[src/rtl/core/dcpt_pkg.sv]
`default_nettype none

package dcpt_pkg;

  localparam int unsigned SecW = 32;
  localparam int unsigned MicW = 20;
  localparam int unsigned CfgIdxW = 2;
  localparam int unsigned CfgDataW = 32;

  localparam logic [MicW:0]   MicrosPerSec = 21'd1000000;
  localparam logic [MicW-1:0] MicrosMax    = 20'd999999;
  localparam logic [MicW-1:0] MinMicros    = 20'd2;
  localparam logic [MicW-1:0] ResetMicros  = 20'd20000;

  typedef enum logic [1:0] {
    KIND_START  = 2'd0,
    KIND_EXPIRY = 2'd1,
    KIND_STOP   = 2'd2
  } kind_e;

  typedef enum logic [CfgIdxW-1:0] {
    CFG_INTERVAL_SECS   = 2'd0,
    CFG_INTERVAL_MICROS = 2'd1,
    CFG_CORR_ENABLE     = 2'd2
  } cfg_idx_e;

  typedef struct packed {
    logic [SecW-1:0] s;
    logic [MicW-1:0] u;
  } tval_t;

  typedef struct packed {
    tval_t asked;
    logic  corr_en;
  } cfg_t;

  typedef struct packed {
    logic [1:0]      kind;
    logic [SecW-1:0] now_secs;
    logic [MicW-1:0] now_micros;
  } in_item_t;

  typedef struct packed {
    tval_t           prev;
    tval_t           corr;
    logic [SecW-1:0] count;
    tval_t           acc;
    logic            started;
  } st_t;

  typedef struct packed {
    logic            delay_issued;
    logic [SecW-1:0] delay_secs;
    logic [MicW-1:0] delay_micros;
    logic            client_notify;
    logic [SecW-1:0] event_total;
    logic [SecW-1:0] total_secs;
    logic [MicW-1:0] total_micros;
    logic            running;
  } out_item_t;

  function automatic logic [MicW-1:0] sat_micros(logic [MicW-1:0] v);
    return (v > MicrosMax) ? MicrosMax : v;
  endfunction

  function automatic tval_t t_add(tval_t a, tval_t b);
    logic [MicW:0] u_w;
    logic          carry;
    tval_t         r;
    u_w   = {1'b0, a.u} + {1'b0, b.u};
    carry = 1'b0;
    if (u_w >= MicrosPerSec) begin
      u_w   = u_w - MicrosPerSec;
      carry = 1'b1;
    end
    r.u = u_w[MicW-1:0];
    r.s = a.s + b.s + {{(SecW-1){1'b0}}, carry};
    return r;
  endfunction

  function automatic tval_t t_sub(tval_t a, tval_t b);
    logic [MicW:0] u_w;
    logic          borrow;
    tval_t         r;
    if (a.u < b.u) begin
      u_w    = {1'b0, a.u} + MicrosPerSec - {1'b0, b.u};
      borrow = 1'b1;
    end else begin
      u_w    = {1'b0, a.u} - {1'b0, b.u};
      borrow = 1'b0;
    end
    r.u = u_w[MicW-1:0];
    r.s = a.s - b.s - {{(SecW-1){1'b0}}, borrow};
    return r;
  endfunction

  function automatic logic t_lt(tval_t a, tval_t b);
    return (a.s < b.s) || ((a.s == b.s) && (a.u < b.u));
  endfunction

  function automatic tval_t t_floor(tval_t t);
    tval_t r;
    r = t;
    if ((t.s == '0) && (t.u < MinMicros)) begin
      r.u = MinMicros;
    end
    return r;
  endfunction

endpackage

`default_nettype wire

[src/rtl/core/dcpt_in_if.sv]
`default_nettype none

interface dcpt_in_if;
  import dcpt_pkg::*;

  logic            valid;
  logic            ready;
  logic [1:0]      kind;
  logic [SecW-1:0] now_secs;
  logic [MicW-1:0] now_micros;

  modport source (output valid, kind, now_secs, now_micros, input ready);
  modport sink   (input valid, kind, now_secs, now_micros, output ready);
endinterface

`default_nettype wire

[src/rtl/core/dcpt_out_if.sv]
`default_nettype none

interface dcpt_out_if;
  import dcpt_pkg::*;

  logic            valid;
  logic            ready;
  logic            delay_issued;
  logic [SecW-1:0] delay_secs;
  logic [MicW-1:0] delay_micros;
  logic            client_notify;
  logic [SecW-1:0] event_total;
  logic [SecW-1:0] total_secs;
  logic [MicW-1:0] total_micros;
  logic            running;

  modport source (output valid, delay_issued, delay_secs, delay_micros, client_notify,
                  event_total, total_secs, total_micros, running, input ready);
  modport sink   (input valid, delay_issued, delay_secs, delay_micros, client_notify,
                  event_total, total_secs, total_micros, running, output ready);
endinterface

`default_nettype wire

[src/rtl/core/dcpt_cfg_regs.sv]
`default_nettype none

module dcpt_cfg_regs (
  input  wire logic                           clk_i,
  input  wire logic                           rst_ni,
  input  wire logic                           cfg_we_i,
  input  wire logic [dcpt_pkg::CfgIdxW-1:0]   cfg_idx_i,
  input  wire logic [dcpt_pkg::CfgDataW-1:0]  cfg_data_i,
  output dcpt_pkg::cfg_t                      cfg_o
);
  import dcpt_pkg::*;

  logic [SecW-1:0] isecs_q;
  logic [MicW-1:0] imicros_q;
  logic            corr_en_q;
  tval_t           asked;

  always_ff @(posedge clk_i or negedge rst_ni) begin
    if (!rst_ni) begin
      isecs_q   <= '0;
      imicros_q <= ResetMicros;
      corr_en_q <= 1'b0;
    end else if (cfg_we_i) begin
      case (cfg_idx_e'(cfg_idx_i))
        CFG_INTERVAL_SECS:   isecs_q   <= cfg_data_i[SecW-1:0];
        CFG_INTERVAL_MICROS: imicros_q <= cfg_data_i[MicW-1:0];
        CFG_CORR_ENABLE:     corr_en_q <= cfg_data_i[0];
        default: ;
      endcase
    end
  end

  // requested period, micros saturated, whole value floored to the minimum
  always_comb begin
    asked.s = isecs_q;
    asked.u = sat_micros(imicros_q);
    cfg_o.asked   = t_floor(asked);
    cfg_o.corr_en = corr_en_q;
  end

endmodule

`default_nettype wire

[src/rtl/core/dcpt_step.sv]
`default_nettype none

module dcpt_step (
  input  wire dcpt_pkg::cfg_t      cfg_i,
  input  wire dcpt_pkg::st_t       st_i,
  input  wire dcpt_pkg::in_item_t  item_i,
  output dcpt_pkg::st_t            st_o,
  output dcpt_pkg::out_item_t      res_o
);
  import dcpt_pkg::*;

  tval_t now;
  tval_t elapsed;
  tval_t excess;
  tval_t shortfall;
  tval_t shrunk;
  tval_t grown;
  tval_t floor_val;
  logic  late;
  logic  early;
  logic  issued;
  logic  notify;

  always_comb begin
    now.s = item_i.now_secs;
    now.u = sat_micros(item_i.now_micros);

    elapsed   = t_sub(now, st_i.prev);
    late      = t_lt(cfg_i.asked, elapsed);
    early     = t_lt(elapsed, cfg_i.asked);
    excess    = t_sub(elapsed, cfg_i.asked);
    shortfall = t_sub(cfg_i.asked, elapsed);
    shrunk    = t_floor(t_sub(st_i.corr, excess));
    grown     = t_add(st_i.corr, shortfall);
    floor_val.s = '0;
    floor_val.u = MinMicros;

    st_o   = st_i;
    issued = 1'b0;
    notify = 1'b0;

    case (kind_e'(item_i.kind))
      KIND_START: begin
        if (!st_i.started) begin
          st_o.prev    = now;
          st_o.corr    = cfg_i.asked;
          st_o.count   = '0;
          st_o.acc     = '0;
          st_o.started = 1'b1;
          issued       = 1'b1;
        end
      end
      KIND_EXPIRY: begin
        st_o.count = st_i.count + SecW'(1);
        if (cfg_i.corr_en) begin
          if (late) begin
            // late by the whole delay or more drops to the floor
            st_o.corr = t_lt(excess, st_i.corr) ? shrunk : floor_val;
          end else if (early) begin
            st_o.corr = grown;
          end
          st_o.prev = now;
        end
        if (st_i.started) begin
          st_o.acc = t_add(st_i.acc, cfg_i.asked);
          issued   = 1'b1;
          notify   = 1'b1;
        end
      end
      KIND_STOP: begin
        st_o.started = 1'b0;
      end
      default: ;
    endcase

    res_o.delay_issued  = issued;
    res_o.delay_secs    = st_o.corr.s;
    res_o.delay_micros  = st_o.corr.u;
    res_o.client_notify = notify;
    res_o.event_total   = st_o.count;
    res_o.total_secs    = st_o.acc.s;
    res_o.total_micros  = st_o.acc.u;
    res_o.running       = st_o.started;
  end

endmodule

`default_nettype wire

[src/rtl/core/drift_corrected_periodic_timer_unit.sv]
`default_nettype none

// channel  dir  handshake     carries
// evt_i    in   valid/ready   kind, now_secs, now_micros
// res_o    out  valid/ready   delay, notify, event total, nominal total, running
// cfg      in   cfg_we_i      cfg_idx_i selects register, cfg_data_i value
//
// one word in per cycle while the result register is not stalled; a word passes the input reg, then the result reg
// timer state moves as a word passes from the input register to the result register
// a stalled result register holds the input register; evt_i stays ready while it is free
// reset: all timer state cleared, interval 0 s 20000 us, correction off

module drift_corrected_periodic_timer_unit (
  input  wire logic                          clk_i,
  input  wire logic                          rst_ni,
  dcpt_in_if.sink                            evt_i,
  dcpt_out_if.source                         res_o,
  input  wire logic                          cfg_we_i,
  input  wire logic [dcpt_pkg::CfgIdxW-1:0]  cfg_idx_i,
  input  wire logic [dcpt_pkg::CfgDataW-1:0] cfg_data_i
);
  import dcpt_pkg::*;

  cfg_t      cfg;
  st_t       st_q, st_d;
  in_item_t  in_q;
  logic      in_vld_q, in_vld_d;
  out_item_t out_q, out_d;
  logic      out_vld_q, out_vld_d;
  logic      adv;
  logic      evt_acc;

  dcpt_cfg_regs u_cfg (
    .clk_i      (clk_i),
    .rst_ni     (rst_ni),
    .cfg_we_i   (cfg_we_i),
    .cfg_idx_i  (cfg_idx_i),
    .cfg_data_i (cfg_data_i),
    .cfg_o      (cfg)
  );

  dcpt_step u_step (
    .cfg_i  (cfg),
    .st_i   (st_q),
    .item_i (in_q),
    .st_o   (st_d),
    .res_o  (out_d)
  );

  assign adv         = in_vld_q && (!out_vld_q || res_o.ready);
  assign evt_i.ready = !in_vld_q || adv;
  assign evt_acc     = evt_i.valid && evt_i.ready;

  always_comb begin
    in_vld_d = in_vld_q;
    if (evt_acc) begin
      in_vld_d = 1'b1;
    end else if (adv) begin
      in_vld_d = 1'b0;
    end
    out_vld_d = out_vld_q;
    if (adv) begin
      out_vld_d = 1'b1;
    end else if (res_o.ready) begin
      out_vld_d = 1'b0;
    end
  end

  always_ff @(posedge clk_i or negedge rst_ni) begin
    if (!rst_ni) begin
      in_vld_q  <= 1'b0;
      out_vld_q <= 1'b0;
      st_q      <= '0;
    end else begin
      in_vld_q  <= in_vld_d;
      out_vld_q <= out_vld_d;
      if (adv) begin
        st_q <= st_d;
      end
    end
  end

  always_ff @(posedge clk_i) begin
    if (evt_acc) begin
      in_q.kind       <= evt_i.kind;
      in_q.now_secs   <= evt_i.now_secs;
      in_q.now_micros <= evt_i.now_micros;
    end
    if (adv) begin
      out_q <= out_d;
    end
  end

  assign res_o.valid         = out_vld_q;
  assign res_o.delay_issued  = out_q.delay_issued;
  assign res_o.delay_secs    = out_q.delay_secs;
  assign res_o.delay_micros  = out_q.delay_micros;
  assign res_o.client_notify = out_q.client_notify;
  assign res_o.event_total   = out_q.event_total;
  assign res_o.total_secs    = out_q.total_secs;
  assign res_o.total_micros  = out_q.total_micros;
  assign res_o.running       = out_q.running;

  a_adv_fills_out: assert property (@(posedge clk_i) disable iff (!rst_ni)
    adv |=> out_vld_q)
    else $error("result register not filled after a word moved on");

  a_running_matches_state: assert property (@(posedge clk_i) disable iff (!rst_ni)
    out_vld_q |-> (res_o.running == st_q.started))
    else $error("shown running flag differs from timer state");

  a_notify_needs_issue: assert property (@(posedge clk_i) disable iff (!rst_ni)
    (out_vld_q && res_o.client_notify) |-> res_o.delay_issued)
    else $error("client notified without a delay issued");

  a_held_word_kept: assert property (@(posedge clk_i) disable iff (!rst_ni)
    (in_vld_q && !adv) |=> in_vld_q)
    else $error("waiting input word dropped");

endmodule

`default_nettype wire

[src/flat_wrapper.sv]
// flat-port wrapper written by rule: the top's interface ports become plain ports
module drift_corrected_periodic_timer_unit_flat import dcpt_pkg::*;
  (clk_i, rst_ni, cfg_we_i, cfg_idx_i, cfg_data_i, evt_i_valid, evt_i_kind, evt_i_now_secs, evt_i_now_micros, evt_i_ready, res_o_valid, res_o_delay_issued, res_o_delay_secs, res_o_delay_micros, res_o_client_notify, res_o_event_total, res_o_total_secs, res_o_total_micros, res_o_running, res_o_ready);
  dcpt_in_if evt_i_i ();
  dcpt_out_if res_o_i ();
  input  wire logic clk_i;
  input  wire logic rst_ni;
  input  wire logic cfg_we_i;
  input  wire logic [dcpt_pkg::CfgIdxW-1:0] cfg_idx_i;
  input  wire logic [dcpt_pkg::CfgDataW-1:0] cfg_data_i;
  input wire logic [$bits(evt_i_i.valid)-1:0] evt_i_valid;
  input wire logic [$bits(evt_i_i.kind)-1:0] evt_i_kind;
  input wire logic [$bits(evt_i_i.now_secs)-1:0] evt_i_now_secs;
  input wire logic [$bits(evt_i_i.now_micros)-1:0] evt_i_now_micros;
  output wire logic [$bits(evt_i_i.ready)-1:0] evt_i_ready;
  output wire logic [$bits(res_o_i.valid)-1:0] res_o_valid;
  output wire logic [$bits(res_o_i.delay_issued)-1:0] res_o_delay_issued;
  output wire logic [$bits(res_o_i.delay_secs)-1:0] res_o_delay_secs;
  output wire logic [$bits(res_o_i.delay_micros)-1:0] res_o_delay_micros;
  output wire logic [$bits(res_o_i.client_notify)-1:0] res_o_client_notify;
  output wire logic [$bits(res_o_i.event_total)-1:0] res_o_event_total;
  output wire logic [$bits(res_o_i.total_secs)-1:0] res_o_total_secs;
  output wire logic [$bits(res_o_i.total_micros)-1:0] res_o_total_micros;
  output wire logic [$bits(res_o_i.running)-1:0] res_o_running;
  input wire logic [$bits(res_o_i.ready)-1:0] res_o_ready;
  assign evt_i_i.valid = evt_i_valid;
  assign evt_i_i.kind = evt_i_kind;
  assign evt_i_i.now_secs = evt_i_now_secs;
  assign evt_i_i.now_micros = evt_i_now_micros;
  assign evt_i_ready = evt_i_i.ready;
  assign res_o_valid = res_o_i.valid;
  assign res_o_delay_issued = res_o_i.delay_issued;
  assign res_o_delay_secs = res_o_i.delay_secs;
  assign res_o_delay_micros = res_o_i.delay_micros;
  assign res_o_client_notify = res_o_i.client_notify;
  assign res_o_event_total = res_o_i.event_total;
  assign res_o_total_secs = res_o_i.total_secs;
  assign res_o_total_micros = res_o_i.total_micros;
  assign res_o_running = res_o_i.running;
  assign res_o_i.ready = res_o_ready;
  drift_corrected_periodic_timer_unit u_core (.clk_i(clk_i), .rst_ni(rst_ni), .evt_i(evt_i_i), .res_o(res_o_i), .cfg_we_i(cfg_we_i), .cfg_idx_i(cfg_idx_i), .cfg_data_i(cfg_data_i));
endmodule
[config.mk]
export PLATFORM = sky130hd
export DESIGN_NAME = drift_corrected_periodic_timer_unit_flat
export DESIGN_NICKNAME = d
export VERILOG_FILES = /design/src/rtl/core/dcpt_pkg.sv /design/src/rtl/core/dcpt_in_if.sv /design/src/rtl/core/dcpt_out_if.sv /design/src/rtl/core/dcpt_cfg_regs.sv /design/src/rtl/core/dcpt_step.sv /design/src/rtl/core/drift_corrected_periodic_timer_unit.sv /design/src/flat_wrapper.sv
export SDC_FILE = /design/constraint.sdc
export NUM_CORES = 2
export LEC_CHECK = 0
export ABC_AREA = 1
export ABC_CLOCK_PERIOD_IN_PS = 22000
export CAP_MARGIN = 15
export CORE_ASPECT_RATIO = 1.2
export CORE_UTILIZATION = 40
export DETAILED_ROUTE_END_ITERATION = 10
export DONT_BUFFER_PORTS = 1
export GPL_TIMING_DRIVEN = 0
export SYNTH_ARGS = -nofsm -noshare
export SYNTH_HDL_FRONTEND = slang
export SYNTH_SLANG_ARGS = --single-unit
[constraint.sdc]
create_clock -name clk_i -period 22 [get_ports clk_i]
set_input_delay 2.2 -clock clk_i [delete_from_list [all_inputs] [get_ports clk_i]]
set_output_delay 2.2 -clock clk_i [all_outputs]
set_load 0.02 [all_outputs]
==> impl_metrics.ini <==
[clock_network]
clockBufferDepth = 3
cts_setup_buffers = 0
clkTransAtPathRegs_ns = 0.06
cts_resized = 0
tritoncts = done
cts_made_buffers = 52
clockRootBuffer = clkbuf_16
htree_num_levels = 2
cts_sinks = 437
cts_hold_buf = 0
worst_skew_pair.late_latency_ns = 0.69

[critical_path]
slowest_delay_ns = 0.89
path_depth = 67
crit_slowest_cell = o21ai_0
cpMostUsedCell = nand2_1
cp-end-kind = flop
critPathLaunchType = flop
critPathTopFamily = compound AO/OA/AOI/OAI gates
cp.required_ns = 22.34
worstPathMaxFanout = 10
arrival_ns = 14.93
reg2regPathDepth = 67
path_class = flop to flop
crit_buf_inv = 13

[yosys]
synth-simple-area-share_pct = 22.5
ys_ff_latch = 437
synth_top_family_by_area = simple AND/OR/NAND/NOR gates
synth_compound_area_share_pct = 15.9
avgSynthCellArea_um2 = 7.15
ys_seq_area_share_pct = 25.7
synth_xor_area_share_pct = 4.65
synthMuxAreaShare_pct = 0.0216
synth_ff_type = dfrtp_1
synth-async-reset-ratio_pct = 55.8
yosysUniqueCellTypes = 69
ys.warnings.count = 0
synth_nets = 7237
synth_adder_area_share_pct = 20.2
mappedNetlistArea_mm2 = 0.0462
netlist_instances = 6472
synth_edf_count = 193

[route]
drc = 0
post_drt_wl_per_cell_um = 21.2
postRouteAntennaNets = 0
vias = 43315
drtPass1Iterations = 6
routed_wl_um = 172000
drt-initial-drc-count = 3849
routed_via_density = 5.35

[final_layout]
drive_gt1_share_pct = 3.23
area_delta_synth_final_pct = 8.26
num-nets-final = 7294

[global_route]
antenna_found_initial = 21
first_global_vias = 41388
grt_max_degree = 245
grt_overflow = 0
grt_pass1_wl_um = 253000
grt_usage_pct = 28.6

[timing]
setup_tns_ns = 0
worst_pin_slew_ns = 1.23
finalMaxSlewViolations = 0
finalCritPeriodShare_pct = 66.3
fin_skew_ns = 0.0831
rsz0062_at_grt = false
max_freq_mhz = 68.6
period_needed_ns = 14.58
relSlewSlack_pct = 18.0
setup_viol = 0
final_hold_viol_count = 0

[floorplanning]
fp.dieH_um = 374
start_util_pct = 40.4
coreArea_mm2 = 0.115
fp-row-count = 136
fp.dieW_um = 312
die-area_mm2 = 0.117
io_pins = 234

[hold_path]
worstHoldPathCells = 2
holdCritPathClass = flop to flop

[placed_design]
dp_hpwl_um = 143000
globalplace.congestion = 0.994
port_buffers = 0

[status]
status = finished, final reports clean

[job]
maxCapViolations = 0
## synthesized netlist by cell type, drive strengths merged, types with 11 or more instances
cell type     n  area share, %
nor4         28           0.38
edfxtp      193             13
a21oi       405            4.4
a221oi       11           0.21
o21a         18           0.29
dfrtp       239             13
a21boi       15           0.25
o21ai       547            5.9
nand4        58           0.82
xor2        165            3.2
nand2      1526             12
a31oi        20           0.27
o21bai       48           0.78
o221ai       13           0.25
xnor2        77            1.5
nor3         61           0.66
or2          20           0.27
ha          545             15
nor2        433            3.6
a21o         30           0.49
o211ai       64            1.0
nand3b       20           0.32
clkbuf      104           0.84
nand3       350            3.8
fa          127            5.5
buf          51           0.63
o22ai        34           0.46
inv        1165            9.5
a22oi        37           0.60
o31ai        15           0.24
## cells in the final DEF (no fill, tap or decap), types with 16 or more instances in the layout
cell          n
nand2_1    1510
inv_1      1157
ha_1        545
o21ai_0     516
nor2_1      428
a21oi_1     400
nand3_1     345
dfrtp_1     239
edfxtp_1    193
xor2_1      163
fa_1        127
clkbuf_1    113
xnor2_1      74
o211ai_1     64
nor3_1       61
nand4_1      57
clkbuf_16    52
o21bai_1     48
a22oi_1      37
o22ai_1      34
a21o_1       30
nor4_1       28
o21ai_1      28
buf_2        26
a31oi_1      20
nand3b_1     20
or2_2        19
o21a_1       18
nand2_2      16
## final timing paths
path / startpoint / to / slack (ns)
max: u_core.in_q[8]$_DFFE_PP_ / u_core.res_o.delay_secs[31]$_DFFE_PP_ / 7.42
max in group asynchronous: rst_ni / u_core.st_q[102]$_DFFE_PN0P_ / 20.07
min: u_core.st_q[159]$_DFFE_PN0P_ / u_core.st_q[159]$_DFFE_PN0P_ / 0.49
min reg2reg: u_core.st_q[159]$_DFFE_PN0P_ / u_core.st_q[159]$_DFFE_PN0P_ / 0.49
max reg2reg: u_core.in_q[8]$_DFFE_PP_ / u_core.res_o.delay_secs[31]$_DFFE_PP_ / 7.42
min in group asynchronous: rst_ni / u_core.st_q[155]$_DFFE_PN0P_ / 1.21
## worst register-to-register path, delay by kind of cell (launching register included)
kind                     cells  cell delay (ns)
AO/OA/AOI/OAI               17             4.66
XOR/XNOR                     1             0.22
adder cells (fa/ha/maj)      7             2.85
buffers and inverters       13             2.64
flip-flops                   1             0.39
AND/OR/NAND/NOR             29             3.48
## through the flow
step / setup WS, ns / utilization (%) / hold WS (ns) / std cells / area (um2)
finish: 7.42 / 43.7 / 0.487 / 8095 / 50100
global route: 6.31 / 43.7 / 0.507 / 8090 / 50100
CTS: 7.39 / 43.7 / 0.492 / 8090 / 50100
detailed placement: 7.46 / 42.1 / 0.477 / 7993 / 48200
global placement: 7.44 / 42.0 / 0.470 / 7990 / 48100
floorplan: 11.38 / - / 0.448 / 6472 / 46200
## area by class of cell
| type | instances | area (um2) |
|---|---|---|
| diodes | 5 | 12.5 |
| plain buffers | 155 | 689 |
| clock buffers | 61 | 1340 |
| clock inverters | 36 | 498 |
| fillers | 11837 | 64500 |
| inverters | 1168 | 4380 |
| multi-input cells | 4712 | 29300 |
| flip-flops and latches | 437 | 11900 |
| well taps | 1518 | 1900 |
| repair buffers | 3 | 62.6 |
## cells by family after synthesis
kind of cell / Yosys count
compound gates: 1290
xor+xnor: 242
fa+ha+maj: 672
buf+inv: 1323
flops: 437
mux: 1
simple gates: 2507
## registers in the layout, summed over array words and instances, names as in the netlist, 20 cells and up
name,count
u_core.res_o.total_micros,20
u_core.res_o.event_total,32
u_core.res_o.delay_secs,32
u_core.in_q,54
u_core.res_o.delay_micros,20
u_core.u_cfg.imicros_q,20
u_core.st_q,189
u_core.u_cfg.isecs_q,32
u_core.res_o.total_secs,32
## metal layers
| metal | GRT usage, % | wire (um) | vias to the layer above |
|---|---|---|---|
| li1 | - | - | 21148 |
| met1 | 37.6 | 73800 | 20251 |
| met2 | 46.5 | 77100 | 1537 |
| met3 | 4.21 | 11800 | 357 |
| met4 | 12.8 | 8630 | 22 |
| met5 | 0 | 135 | - |
Power is left out: the tool's default activity adds up to more than one toggle a clock period on the data nets, which glitch-free logic cannot reach.
